===== config.mk =====
export PLATFORM = sky130hd
export DESIGN_NAME = cobs_crc8_frame_receiver_top
export DESIGN_NICKNAME = d
export VERILOG_FILES = /design/src/sv/cfr_pkg.sv /design/src/sv/cobs_crc8_frame_receiver_top.sv /design/src/sv/cfr_ram.sv /design/src/sv/cfr_front.sv /design/src/sv/cfr_queue.sv /design/src/sv/cfr_back.sv
export SDC_FILE = /design/constraint.sdc
export NUM_CORES = 1
export LEC_CHECK = 0
export ABC_AREA = 1
export ABC_CLOCK_PERIOD_IN_PS = 7750
export BUFFER_PORTS_ARGS = -buffer_cell sky130_fd_sc_hd__buf_2
export CAP_MARGIN = 20
export CORE_UTILIZATION = 50
export DETAILED_ROUTE_END_ITERATION = 16
export PLACE_DENSITY = 0.74
export SLEW_MARGIN = 15
export SYNTH_ARGS = -nofsm -noshare
export SYNTH_HDL_FRONTEND = slang
export SYNTH_HIERARCHICAL = 1
export SYNTH_SLANG_ARGS = --single-unit

===== constraint.sdc =====
create_clock -name clk -period 7.75 [get_ports clk]
set_input_delay 1.1625 -clock clk [delete_from_list [all_inputs] [get_ports clk]]
set_output_delay 1.1625 -clock clk [all_outputs]
set_load 0.005 [all_outputs]

===== src/sv/cfr_pkg.sv =====
// cfr_pkg: shared constants, types and the crc-8 fold for the cobs frame receiver
// no dependencies; imported by every module of the block but cfr_ram and cfr_checker
`timescale 1ns / 1ps

package cfr_pkg;

	localparam int DEF_MAX_DECODED = 16;
	localparam int DEF_MAX_ENCODED = 20;

	// packets parked between front and back; must be a power of two
	localparam int QUEUE_DEPTH = 4;

	localparam int HEADER_BYTES = 3;
	localparam int MIN_FRAME    = 4;

	localparam logic [7:0] CRC_POLY   = 8'h07;
	localparam logic [7:0] DELIM_BYTE = 8'h00;
	localparam logic [7:0] FULL_CODE  = 8'hFF;
	localparam logic [7:0] ONE_CODE   = 8'h01;

	// one good packet waiting for the back end
	typedef struct packed {
		logic [7:0] msg_type;
		logic [7:0] seq_number;
		logic [7:0] declared_len;
		logic [7:0] pay_cnt;
		logic       len_mismatch;
	} desc_t;

	// one result transfer
	typedef struct packed {
		logic [7:0] msg_type;
		logic [7:0] seq_number;
		logic [7:0] declared_len;
		logic [7:0] payload_byte;
		logic       payload_present;
		logic [3:0] byte_index;
		logic       len_mismatch;
		logic       last_of_packet;
	} res_t;

	// queue status seen by the front end
	typedef struct packed {
		logic full;
		logic [$clog2(QUEUE_DEPTH)-1:0] wr_ptr;
	} q_front_t;

	// queue status seen by the back end
	typedef struct packed {
		logic  valid;
		logic [$clog2(QUEUE_DEPTH)-1:0] rd_ptr;
		desc_t head;
	} q_back_t;

	function automatic logic [7:0] crc8_fold(input logic [7:0] crc, input logic [7:0] b);
		logic [7:0] v;
		v = crc ^ b;
		for (int k = 0; k < 8; k++) begin
			v = v[7] ? ((v << 1) ^ CRC_POLY) : (v << 1);
		end
		return v;
	endfunction

endpackage


===== src/sv/cobs_crc8_frame_receiver_top.sv =====
// cobs_crc8_frame_receiver_top: cobs+crc-8 deframer, one transfer per payload byte (at least one)
// depends on cfr_pkg, cfr_ram, cfr_front, cfr_queue, cfr_back
//
//  channel | dir | tdata (low bit up)                              | tuser           | tlast
//  s_      | in  | rx_byte[7:0]                                    | -               | -
//  m_      | out | msg_type, seq_number, declared_len,             | payload_present | last_of_packet
//          |     | payload_byte, byte_index[3:0], len_mismatch, pad|                 |
//
// one line byte per cycle while s_tready is high; the front end decodes on the fly and
// the crc fold is byte wide; a good packet leaves at one transfer per cycle while m_tready
// is high, through the descriptor queue, a registered ram read and a two-entry output buffer
// s_tready drops only when all four ram buffers hold packets not yet read from the ram
// reset is asynchronous, active low; the decoded-byte ram needs no clearing pass
`timescale 1ns / 1ps

module cobs_crc8_frame_receiver_top import cfr_pkg::*; #(
	parameter int MAX_DECODED = DEF_MAX_DECODED,
	parameter int MAX_ENCODED = DEF_MAX_ENCODED
) (
	input  logic        clk,
	input  logic        arst_n,
	input  logic        s_tvalid,
	output logic        s_tready,
	input  logic [7:0]  s_tdata,   // rx_byte
	output logic        m_tvalid,
	input  logic        m_tready,
	// msg_type, seq_number, declared_len, payload_byte, byte_index, len_mismatch, zero pad
	output logic [39:0] m_tdata,
	output logic        m_tuser,   // payload_present
	output logic        m_tlast    // last_of_packet
);

	localparam int ADDR_W = $clog2(QUEUE_DEPTH) + $clog2(MAX_DECODED);

	q_front_t          q_front;
	q_back_t           q_back;
	logic              push, pop;
	desc_t             push_desc;
	logic              wr_en;
	logic [ADDR_W-1:0] wr_addr, rd_addr;
	logic [7:0]        wr_data, rd_data;
	res_t              res;

	cfr_front #(
		.MAX_DECODED(MAX_DECODED),
		.MAX_ENCODED(MAX_ENCODED)
	) u_front (
		.clk      (clk),
		.arst_n   (arst_n),
		.in_valid (s_tvalid),
		.in_ready (s_tready),
		.in_byte  (s_tdata),
		.q_stat   (q_front),
		.push     (push),
		.push_desc(push_desc),
		.wr_en    (wr_en),
		.wr_addr  (wr_addr),
		.wr_data  (wr_data)
	);

	cfr_ram #(
		.WIDTH(8),
		.DEPTH(1 << ADDR_W)
	) u_ram (
		.clk    (clk),
		.wr_en  (wr_en),
		.wr_addr(wr_addr),
		.wr_data(wr_data),
		.rd_addr(rd_addr),
		.rd_data(rd_data)
	);

	cfr_queue u_queue (
		.clk       (clk),
		.arst_n    (arst_n),
		.push      (push),
		.push_desc (push_desc),
		.pop       (pop),
		.front_stat(q_front),
		.back_stat (q_back)
	);

	cfr_back #(
		.MAX_DECODED(MAX_DECODED)
	) u_back (
		.clk      (clk),
		.arst_n   (arst_n),
		.q_stat   (q_back),
		.pop      (pop),
		.rd_addr  (rd_addr),
		.rd_data  (rd_data),
		.out_valid(m_tvalid),
		.out_ready(m_tready),
		.out_res  (res)
	);

	assign m_tdata = {3'b000, res.len_mismatch, res.byte_index, res.payload_byte,
		res.declared_len, res.seq_number, res.msg_type};
	assign m_tuser = res.payload_present;
	assign m_tlast = res.last_of_packet;

endmodule


===== src/sv/cfr_ram.sv =====
// cfr_ram: generic single-write, single-read ram with registered read data
// no dependencies
`timescale 1ns / 1ps

module cfr_ram #(
	parameter int WIDTH = 8,
	parameter int DEPTH = 64
) (
	input  logic                     clk,
	input  logic                     wr_en,
	input  logic [$clog2(DEPTH)-1:0] wr_addr,
	input  logic [WIDTH-1:0]         wr_data,
	input  logic [$clog2(DEPTH)-1:0] rd_addr,
	output logic [WIDTH-1:0]         rd_data
);

	logic [WIDTH-1:0] mem [DEPTH];

	always_ff @(posedge clk) begin
		if (wr_en) begin
			mem[wr_addr] <= wr_data;
		end
		rd_data <= mem[rd_addr];
	end

endmodule


===== src/sv/cfr_front.sv =====
// cfr_front: cobs decoding, crc-8 tracking and frame checks on the receive side
// depends on cfr_pkg; writes decoded bytes into the shared ram, pushes packets to cfr_queue
`timescale 1ns / 1ps

module cfr_front import cfr_pkg::*; #(
	parameter int MAX_DECODED = DEF_MAX_DECODED,
	parameter int MAX_ENCODED = DEF_MAX_ENCODED
) (
	input  logic      clk,
	input  logic      arst_n,
	input  logic      in_valid,
	output logic      in_ready,
	input  logic [7:0] in_byte,
	input  q_front_t  q_stat,
	output logic      push,
	output desc_t     push_desc,
	output logic      wr_en,
	output logic [$clog2(QUEUE_DEPTH)+$clog2(MAX_DECODED)-1:0] wr_addr,
	output logic [7:0] wr_data
);

	localparam int IDX_W = $clog2(MAX_DECODED);
	localparam int DEC_W = $clog2(MAX_DECODED + 1);
	localparam int ENC_W = $clog2(MAX_ENCODED + 1);

	logic [ENC_W-1:0] enc_q, enc_d;
	logic [DEC_W-1:0] dec_q, dec_d;
	logic [7:0]       grp_q, grp_d;
	logic             full_q, full_d;
	logic             zp_q, zp_d;
	logic             bad_q, bad_d;
	logic [7:0]       crc_q, crc_d;
	logic [7:0]       last_q, type_q, seq_q, len_q;

	logic       acc;
	logic       st_req;
	logic [7:0] st_byte;
	logic       frame_ok;
	logic [7:0] pay;

	assign in_ready = !q_stat.full;
	assign acc      = in_valid && in_ready;

	assign pay      = 8'(dec_q - DEC_W'(MIN_FRAME));
	assign frame_ok = (enc_q != '0) && !bad_q && (grp_q == 8'h00)
		&& (dec_q >= DEC_W'(MIN_FRAME)) && (last_q == crc_q);

	assign push_desc.msg_type     = type_q;
	assign push_desc.seq_number   = seq_q;
	assign push_desc.declared_len = len_q;
	assign push_desc.pay_cnt      = pay;
	assign push_desc.len_mismatch = (len_q != pay);

	assign wr_addr = {q_stat.wr_ptr, dec_q[IDX_W-1:0]};
	assign wr_data = st_byte;

	always_comb begin
		enc_d   = enc_q;
		dec_d   = dec_q;
		grp_d   = grp_q;
		full_d  = full_q;
		zp_d    = zp_q;
		bad_d   = bad_q;
		crc_d   = crc_q;
		st_req  = 1'b0;
		st_byte = 8'h00;
		push    = 1'b0;
		wr_en   = 1'b0;
		if (acc) begin
			if (in_byte == DELIM_BYTE || enc_q >= ENC_W'(MAX_ENCODED)) begin
				push  = (in_byte == DELIM_BYTE) && frame_ok;
				enc_d = '0;
				dec_d = '0;
				grp_d = 8'h00;
				full_d = 1'b0;
				zp_d  = 1'b0;
				bad_d = 1'b0;
				crc_d = 8'h00;
			end else begin
				enc_d = enc_q + ENC_W'(1);
				if (grp_q == 8'h00) begin
					// code byte: settle any owed zero, open the next group
					st_req = zp_q;
					full_d = (in_byte == FULL_CODE);
					grp_d  = in_byte - 8'h01;
					zp_d   = (in_byte == ONE_CODE);
				end else begin
					st_req  = 1'b1;
					st_byte = in_byte;
					grp_d   = grp_q - 8'h01;
					if (grp_q == 8'h01) begin
						zp_d = !full_q;
					end
				end
			end
		end
		if (st_req && !bad_q) begin
			if (dec_q >= DEC_W'(MAX_DECODED)) begin
				bad_d = 1'b1;
			end else begin
				wr_en = 1'b1;
				dec_d = dec_q + DEC_W'(1);
				// crc lags one byte behind the store
				if (dec_q != '0) begin
					crc_d = crc8_fold(crc_q, last_q);
				end
			end
		end
	end

	always_ff @(posedge clk or negedge arst_n) begin
		if (!arst_n) begin
			enc_q  <= '0;
			dec_q  <= '0;
			grp_q  <= 8'h00;
			full_q <= 1'b0;
			zp_q   <= 1'b0;
			bad_q  <= 1'b0;
			crc_q  <= 8'h00;
		end else begin
			enc_q  <= enc_d;
			dec_q  <= dec_d;
			grp_q  <= grp_d;
			full_q <= full_d;
			zp_q   <= zp_d;
			bad_q  <= bad_d;
			crc_q  <= crc_d;
		end
	end

	always_ff @(posedge clk) begin
		if (wr_en) begin
			last_q <= st_byte;
			if (dec_q == DEC_W'(0)) begin
				type_q <= st_byte;
			end
			if (dec_q == DEC_W'(1)) begin
				seq_q <= st_byte;
			end
			if (dec_q == DEC_W'(2)) begin
				len_q <= st_byte;
			end
		end
	end

endmodule


===== src/sv/cfr_queue.sv =====
// cfr_queue: packet descriptor fifo between front and back; its pointers name ram buffers
// depends on cfr_pkg
`timescale 1ns / 1ps

module cfr_queue import cfr_pkg::*; (
	input  logic     clk,
	input  logic     arst_n,
	input  logic     push,
	input  desc_t    push_desc,
	input  logic     pop,
	output q_front_t front_stat,
	output q_back_t  back_stat
);

	localparam int PTR_W = $clog2(QUEUE_DEPTH);
	localparam int CNT_W = $clog2(QUEUE_DEPTH + 1);

	desc_t            entry_q [QUEUE_DEPTH];
	logic [PTR_W-1:0] wp_q, rp_q;
	logic [CNT_W-1:0] cnt_q;

	assign front_stat.full   = (cnt_q == CNT_W'(QUEUE_DEPTH));
	assign front_stat.wr_ptr = wp_q;
	assign back_stat.valid   = (cnt_q != '0);
	assign back_stat.rd_ptr  = rp_q;
	assign back_stat.head    = entry_q[rp_q];

	always_ff @(posedge clk or negedge arst_n) begin
		if (!arst_n) begin
			wp_q  <= '0;
			rp_q  <= '0;
			cnt_q <= '0;
		end else begin
			if (push) begin
				wp_q <= wp_q + PTR_W'(1);
			end
			if (pop) begin
				rp_q <= rp_q + PTR_W'(1);
			end
			if (push && !pop) begin
				cnt_q <= cnt_q + CNT_W'(1);
			end else if (pop && !push) begin
				cnt_q <= cnt_q - CNT_W'(1);
			end
		end
	end

	always_ff @(posedge clk) begin
		if (push) begin
			entry_q[wp_q] <= push_desc;
		end
	end

endmodule


===== src/sv/cfr_back.sv =====
// cfr_back: walks queued packets, reads payload from the ram, buffers results for output
// depends on cfr_pkg; reads the shared ram through its registered port
`timescale 1ns / 1ps

module cfr_back import cfr_pkg::*; #(
	parameter int MAX_DECODED = DEF_MAX_DECODED
) (
	input  logic      clk,
	input  logic      arst_n,
	input  q_back_t   q_stat,
	output logic      pop,
	output logic [$clog2(QUEUE_DEPTH)+$clog2(MAX_DECODED)-1:0] rd_addr,
	input  logic [7:0] rd_data,
	output logic      out_valid,
	input  logic      out_ready,
	output res_t      out_res
);

	localparam int IDX_W = $clog2(MAX_DECODED);

	logic [7:0] k_q;
	logic       v_s1;
	logic       ram_s1;
	res_t       res_s1;
	res_t       ob_q [2];
	logic       ob_wp_q, ob_rp_q;
	logic [1:0] ob_cnt_q;

	logic       issue, pay0, last_item, out_pop;
	logic [2:0] occ;
	res_t       res_new, res_fill;

	assign out_valid = (ob_cnt_q != 2'd0);
	assign out_res   = ob_q[ob_rp_q];
	assign out_pop   = out_valid && out_ready;

	// at most two results in flight or buffered
	assign occ   = {1'b0, ob_cnt_q} + {2'b00, v_s1};
	assign issue = q_stat.valid && (occ < (3'd2 + {2'b00, out_pop}));

	assign pay0      = (q_stat.head.pay_cnt == 8'h00);
	assign last_item = pay0 || ((k_q + 8'h01) == q_stat.head.pay_cnt);
	assign pop       = issue && last_item;
	assign rd_addr   = {q_stat.rd_ptr, IDX_W'(HEADER_BYTES) + IDX_W'(k_q)};

	always_comb begin
		res_new.msg_type        = q_stat.head.msg_type;
		res_new.seq_number      = q_stat.head.seq_number;
		res_new.declared_len    = q_stat.head.declared_len;
		res_new.payload_byte    = 8'h00;
		res_new.payload_present = !pay0;
		res_new.byte_index      = pay0 ? 4'h0 : k_q[3:0];
		res_new.len_mismatch    = q_stat.head.len_mismatch;
		res_new.last_of_packet  = last_item;
		res_fill                = res_s1;
		res_fill.payload_byte   = ram_s1 ? rd_data : 8'h00;
	end

	always_ff @(posedge clk or negedge arst_n) begin
		if (!arst_n) begin
			k_q      <= 8'h00;
			v_s1     <= 1'b0;
			ob_wp_q  <= 1'b0;
			ob_rp_q  <= 1'b0;
			ob_cnt_q <= 2'd0;
		end else begin
			v_s1 <= issue;
			if (issue) begin
				k_q <= last_item ? 8'h00 : k_q + 8'h01;
			end
			if (v_s1) begin
				ob_wp_q <= !ob_wp_q;
			end
			if (out_pop) begin
				ob_rp_q <= !ob_rp_q;
			end
			if (v_s1 && !out_pop) begin
				ob_cnt_q <= ob_cnt_q + 2'd1;
			end else if (out_pop && !v_s1) begin
				ob_cnt_q <= ob_cnt_q - 2'd1;
			end
		end
	end

	always_ff @(posedge clk) begin
		if (issue) begin
			res_s1 <= res_new;
			ram_s1 <= !pay0;
		end
		if (v_s1) begin
			ob_q[ob_wp_q] <= res_fill;
		end
	end

endmodule


==> flow_summary.html <==
<table>
<tr><th>Metric</th><th>Value</th></tr>
<tr><th colspan="2">Route</th></tr>
<tr><td>Detailed-route via count</td><td>22500</td></tr>
<tr><td>Count of antenna-violating nets left after detailed routing</td><td>0</td></tr>
<tr><td>Avg WL per Cell</td><td>19.0 microns</td></tr>
<tr><td>First-pass iteration count of the detailed router</td><td>6</td></tr>
<tr><td>Total Routed Length</td><td>77.3 mm</td></tr>
<tr><td>Number of DRC violations after detailed routing</td><td>0</td></tr>
<tr><td>Detailed-route vias per instance</td><td>5.54</td></tr>
<tr><td>Number of design-rule violations left by the first detailed-router iteration</td><td>2749</td></tr>
<tr><th colspan="2">Setup path</th></tr>
<tr><td>Cell breakdown of the critical path</td><td>inv_6 &gt; ha_1 &gt; inv_4 &gt; inv_4 &gt; buf_4 &gt; nand3_1 &gt; nand3_1 &gt; nand2_1 &gt; nand2_1 &gt; nand3_1 &gt; nand3_1 &gt; nand2_1</td></tr>
<tr><td>Type of the worst setup path</td><td>reg2reg</td></tr>
<tr><td>WP data arrival</td><td>4620 ps</td></tr>
<tr><td>Top fanout value on the critical path</td><td>79</td></tr>
<tr><td>Sort of element at the end of the critical path</td><td>flip-flop</td></tr>
<tr><td>Cell with the biggest individual delay on the critical path</td><td>sky130_fd_sc_hd__inv_4</td></tr>
<tr><td>Start point of the critical path</td><td>u_back/k_q[0]</td></tr>
<tr><td>Worst Reg2Reg Path Length in Cells</td><td>12</td></tr>
<tr><td>Crit start category</td><td>flip-flop</td></tr>
<tr><td>Cell occurring most often along the worst timing path</td><td>sky130_fd_sc_hd__nand3_1</td></tr>
<tr><td>Setup slack on the worst flop-to-flop path</td><td>3620 ps</td></tr>
<tr><td>Critical path required time</td><td>8240 ps</td></tr>
<tr><td>Max stage delay on crit path</td><td>710 ps</td></tr>
<tr><td>R2r endpoint</td><td>u_ram/rd_data[3]</td></tr>
<tr><td>Beginning of the worst register-to-register path</td><td>u_back/k_q[0]</td></tr>
<tr><td>Critical Path End</td><td>u_ram/rd_data[3]</td></tr>
<tr><th colspan="2">STA</th></tr>
<tr><td>FMAX</td><td>242 MHz</td></tr>
<tr><td>Pins over their slew limit</td><td>0</td></tr>
<tr><td>Fin crit period</td><td>4130 ps</td></tr>
<tr><td>Final count of negative-setup-slack endpoints</td><td>0</td></tr>
<tr><td>Hold Worst Slack</td><td>443 ps</td></tr>
<tr><td>Worst slew margin relative to its limit</td><td>28.9%</td></tr>
<tr><td>Unrepaired setup endpoints after global routing</td><td>false</td></tr>
<tr><td>Final worst slack</td><td>3620 ps</td></tr>
<tr><td>Setup tns final</td><td>0 ps</td></tr>
<tr><td>Share of the clock period used by the worst path</td><td>53.3%</td></tr>
<tr><td>Number of failing hold endpoints at the final stage</td><td>0</td></tr>
<tr><td>Setup Skew</td><td>27.7 ps</td></tr>
<tr><td>Worst-Margin Slew</td><td>1070 ps</td></tr>
<tr><th colspan="2">Placement</th></tr>
<tr><td>Pre-CTS worst setup slack</td><td>3050 ps</td></tr>
<tr><td>Total of buffers placed on input and output ports</td><td>52</td></tr>
<tr><td>Placement-stage cell area</td><td>36300 sq um</td></tr>
<tr><td>HPWL after detailed placement</td><td>44.1 mm</td></tr>
<tr><td>GPL Wtd Cong</td><td>0.854</td></tr>
<tr><th colspan="2">Hold path</th></tr>
<tr><td>Hold WC Path Type</td><td>reg2reg</td></tr>
<tr><th colspan="2">Global routing</th></tr>
<tr><td>Antenna violations before repair</td><td>2</td></tr>
<tr><td>Global-route wire length before repair</td><td>120 mm</td></tr>
<tr><td>Vias in the first global route</td><td>21300</td></tr>
<tr><td>Remaining global-route overflow</td><td>0</td></tr>
<tr><td>Total global routing track utilization</td><td>21.2%</td></tr>
<tr><td>Pin count of the biggest net entering global routing</td><td>140</td></tr>
<tr><th colspan="2">Floorplan</th></tr>
<tr><td>Core box area</td><td>70400 sq um</td></tr>
<tr><td>Number of placement rows</td><td>97</td></tr>
<tr><td>Height of the chip</td><td>269 microns</td></tr>
<tr><td>Die X</td><td>269 microns</td></tr>
<tr><td>Die Area</td><td>72500 sq um</td></tr>
<tr><td>Starting density of the core</td><td>50.7%</td></tr>
<tr><td>Top-level I/O count</td><td>56</td></tr>
<tr><th colspan="2">Final layout</th></tr>
<tr><td>Seq. cell area</td><td>25000 sq um</td></tr>
<tr><td>Final net count</td><td>3107</td></tr>
<tr><td># fillers</td><td>5628</td></tr>
<tr><td>Combined area of the multi-input logic cells</td><td>8970 sq um</td></tr>
<tr><td>End-of-flow core utilization</td><td>55.4%</td></tr>
<tr><td>Area growth syn-to-layout</td><td>9.24%</td></tr>
<tr><td>Fraction of layout instances using a drive strength above 1</td><td>9.85%</td></tr>
<tr><td>Final non-filler cell area</td><td>39000 sq um</td></tr>
<tr><td>Ant diodes</td><td>0</td></tr>
<tr><th colspan="2">Synthesis</th></tr>
<tr><td>Mapped Avg Cell Area</td><td>11.7 sq um</td></tr>
<tr><td>Proportion of synthesized chip area in sequential cells</td><td>69.9%</td></tr>
<tr><td>Dominant cell type by area after synthesis</td><td>sky130_fd_sc_hd__edfxtp_1</td></tr>
<tr><td>Gate count of the mapped netlist</td><td>3057</td></tr>
<tr><td>Number of synthesized flops with an enable pin</td><td>785</td></tr>
<tr><td>Post-synthesis instance area</td><td>35700 sq um</td></tr>
<tr><td>Biggest area contributors in the synthesized netlist</td><td>sky130_fd_sc_hd__edfxtp_1, sky130_fd_sc_hd__nand2_1, sky130_fd_sc_hd__nand3_1</td></tr>
<tr><td>Yosys warnings</td><td>6</td></tr>
<tr><td>Top-area cell type share of the netlist area</td><td>66.0%</td></tr>
<tr><td>Synthesized flop and latch total</td><td>842</td></tr>
<tr><td>FFs w/ async S/R, synth</td><td>5.82%</td></tr>
<tr><td>Yosys cell types</td><td>54</td></tr>
<tr><td>Top_reg_cell synth</td><td>sky130_fd_sc_hd__edfxtp_1</td></tr>
<tr><th colspan="2">CTS</th></tr>
<tr><td>Worst-path clk slew</td><td>60 ps</td></tr>
<tr><td>Root cell of the clock tree</td><td>sky130_fd_sc_hd__clkbuf_16</td></tr>
<tr><td>Maximum number of buffers from clock root to sink</td><td>3</td></tr>
<tr><td>Total number of H-tree levels</td><td>3</td></tr>
<tr><td>Clock Sinks</td><td>842</td></tr>
<tr><td>Cts bufs inserted</td><td>80</td></tr>
<tr><td>Count of buffers added by post-CTS timing repair for setup</td><td>0</td></tr>
<tr><td>Hold bufs inserted after CTS</td><td>0</td></tr>
<tr><td>PostCTS Resize Cnt</td><td>0</td></tr>
<tr><td>TritonCTS clock tree</td><td>built</td></tr>
<tr><td>Clock network latency to the later pin of the worst-skew pair</td><td>640 ps</td></tr>
<tr><th colspan="2">Power</th></tr>
<tr><td>Power per cell area</td><td>274 nW/um^2</td></tr>
<tr><td>Total leakage power</td><td>14.6 nW</td></tr>
<tr><td>Peak supply drop</td><td>0.183 mV</td></tr>
<tr><th colspan="2">Outcome</th></tr>
<tr><td>Status</td><td>complete, no violations</td></tr>
<tr><th colspan="2">Job</th></tr>
<tr><td>Number of maximum-capacitance constraint violations</td><td>0</td></tr>
</table>
==> stage by stage <==
stage | instances | total power, W
floorplan | 3059 | 0.00644
CTS | 4065 | 0.0108
finish | 4067 | 0.0107
global route | 4067 | 0.0111
detailed placement | 3919 | 0.00693
global placement | 3917 | 0.00689
==> report_power, final <==
group,internal (W),switching (W)
Sequential,0.00532,0.000143
Combinational,0.000382,0.000989
Clock,0.00220,0.00166
Total,0.00791,0.00279
==> worst max-delay path: cells and delay by family, from the launching register on <==
family | cells | cell delay, ps
adder cells (fa/ha/maj) | 1 | 350
flip-flops | 1 | 480
buffers and inverters | 4 | 1980
AND/OR/NAND/NOR | 7 | 970
==> synthesized netlist by cell type, drive strengths merged (2+ instances only) <==
cell	number
nand2	1042
edfxtp	785
nand3	493
inv	172
buf	145
nor2	100
o211ai	66
dfrtp	49
ha	31
clkbuf	24
o21ai	24
xor2	19
nor3	17
a21oi	16
nand4	14
xnor2	12
nor4	10
dfxtp	8
o22ai	6
nand3b	4
clkinv	3
or2	3
a31oi	2
o31ai	2
==> cells in the final DEF (no fill, tap or decap), types with 3 or more instances in the layout <==
cell                        instances
sky130_fd_sc_hd__a21oi_1           15
sky130_fd_sc_hd__buf_2             52
sky130_fd_sc_hd__buf_4             35
sky130_fd_sc_hd__bufinv_16          7
sky130_fd_sc_hd__clkbuf_1          23
sky130_fd_sc_hd__clkbuf_16         80
sky130_fd_sc_hd__clkbuf_8           4
sky130_fd_sc_hd__clkinv_1          13
sky130_fd_sc_hd__clkinv_2          12
sky130_fd_sc_hd__clkinv_8           3
sky130_fd_sc_hd__conb_1             3
sky130_fd_sc_hd__dfrtp_1           48
sky130_fd_sc_hd__dfxtp_1            8
sky130_fd_sc_hd__edfxtp_1         785
sky130_fd_sc_hd__ha_1              31
sky130_fd_sc_hd__inv_1            162
sky130_fd_sc_hd__inv_2              6
sky130_fd_sc_hd__inv_6              4
sky130_fd_sc_hd__nand2_1         1011
sky130_fd_sc_hd__nand2_2           29
sky130_fd_sc_hd__nand3_1          490
sky130_fd_sc_hd__nand3b_1           3
sky130_fd_sc_hd__nand4_1           14
sky130_fd_sc_hd__nor2_1            92
sky130_fd_sc_hd__nor2_4             4
sky130_fd_sc_hd__nor3_1             9
sky130_fd_sc_hd__nor3_2             8
sky130_fd_sc_hd__nor4_1            10
sky130_fd_sc_hd__o211ai_1          33
sky130_fd_sc_hd__o211ai_2          33
sky130_fd_sc_hd__o21ai_0           16
sky130_fd_sc_hd__o21ai_1            4
sky130_fd_sc_hd__o21ai_2            4
sky130_fd_sc_hd__o22ai_1            6
sky130_fd_sc_hd__xnor2_1           11
sky130_fd_sc_hd__xor2_1            18
==> sequential cells by signal (all words and copies together) (netlist names), 8 cells and up <==
| signal | cells |
|---|---|
| u_front/crc_q | 8 |
| u_front/seq_q | 8 |
| u_ram/mem | 512 |
| u_queue/entry_q | 132 |
| u_back/res_fill | 31 |
| u_back/k_q | 8 |
| u_front/len_q | 8 |
| u_front/type_q | 8 |
| u_front/grp_q | 8 |
| u_front/last_q | 8 |
| u_ram/rd_data | 8 |
| u_back/ob_q | 78 |
==> final cells by class <==
cell class	count	area share [%]
clock inverters	39	1.20
repair buffers	91	1.58
flip-flops and latches	842	64.0
inverters	175	1.73
clock buffers	107	5.49
multi-input cells	1873	23.0
well taps	940	3.01
==> cell families (layout without fill, tap and decap cells) <==
group                      after synthesis  count (layout)  share of synthesized area (%)
other                                    1               3                         0.0105
adders and majority gates               32              32                           1.14
DFF                                    842             842                           69.9
and+or+nand+nor                       1685            1685                           20.2
xor gates and xnor gates                31              31                          0.760
buffers and inverters                  344             412                           5.19
AOI/OAI and AO/OA                      122             122                           2.77
==> how the worst min path moves through the flow <==
stage                         from                  to  slack [ps]  cells after the start
2_1_floorplan   u_back/res_fill[0]   u_back/ob_q[0][0]         420                      0
3_3_place_gp   u_back/res_fill[29]  u_back/ob_q[0][29]         420                      0
3_5_place_dp   u_back/res_fill[38]  u_back/ob_q[1][38]         430                      0
4_1_cts        u_back/res_fill[15]  u_back/ob_q[0][15]         440                      0
5_1_grt        u_back/res_fill[34]  u_back/ob_q[1][34]         450                      0
6_report       u_back/res_fill[38]  u_back/ob_q[1][38]         440                      0
==> metal layers <==
layer	GRT usage, %	share of wire, %
met1	29.4	42
met2	33.8	47
met3	3.50	8.8
met4	7.45	2.7
met5	0	0
No activity file was read; power rests on OpenSTA's default activity.
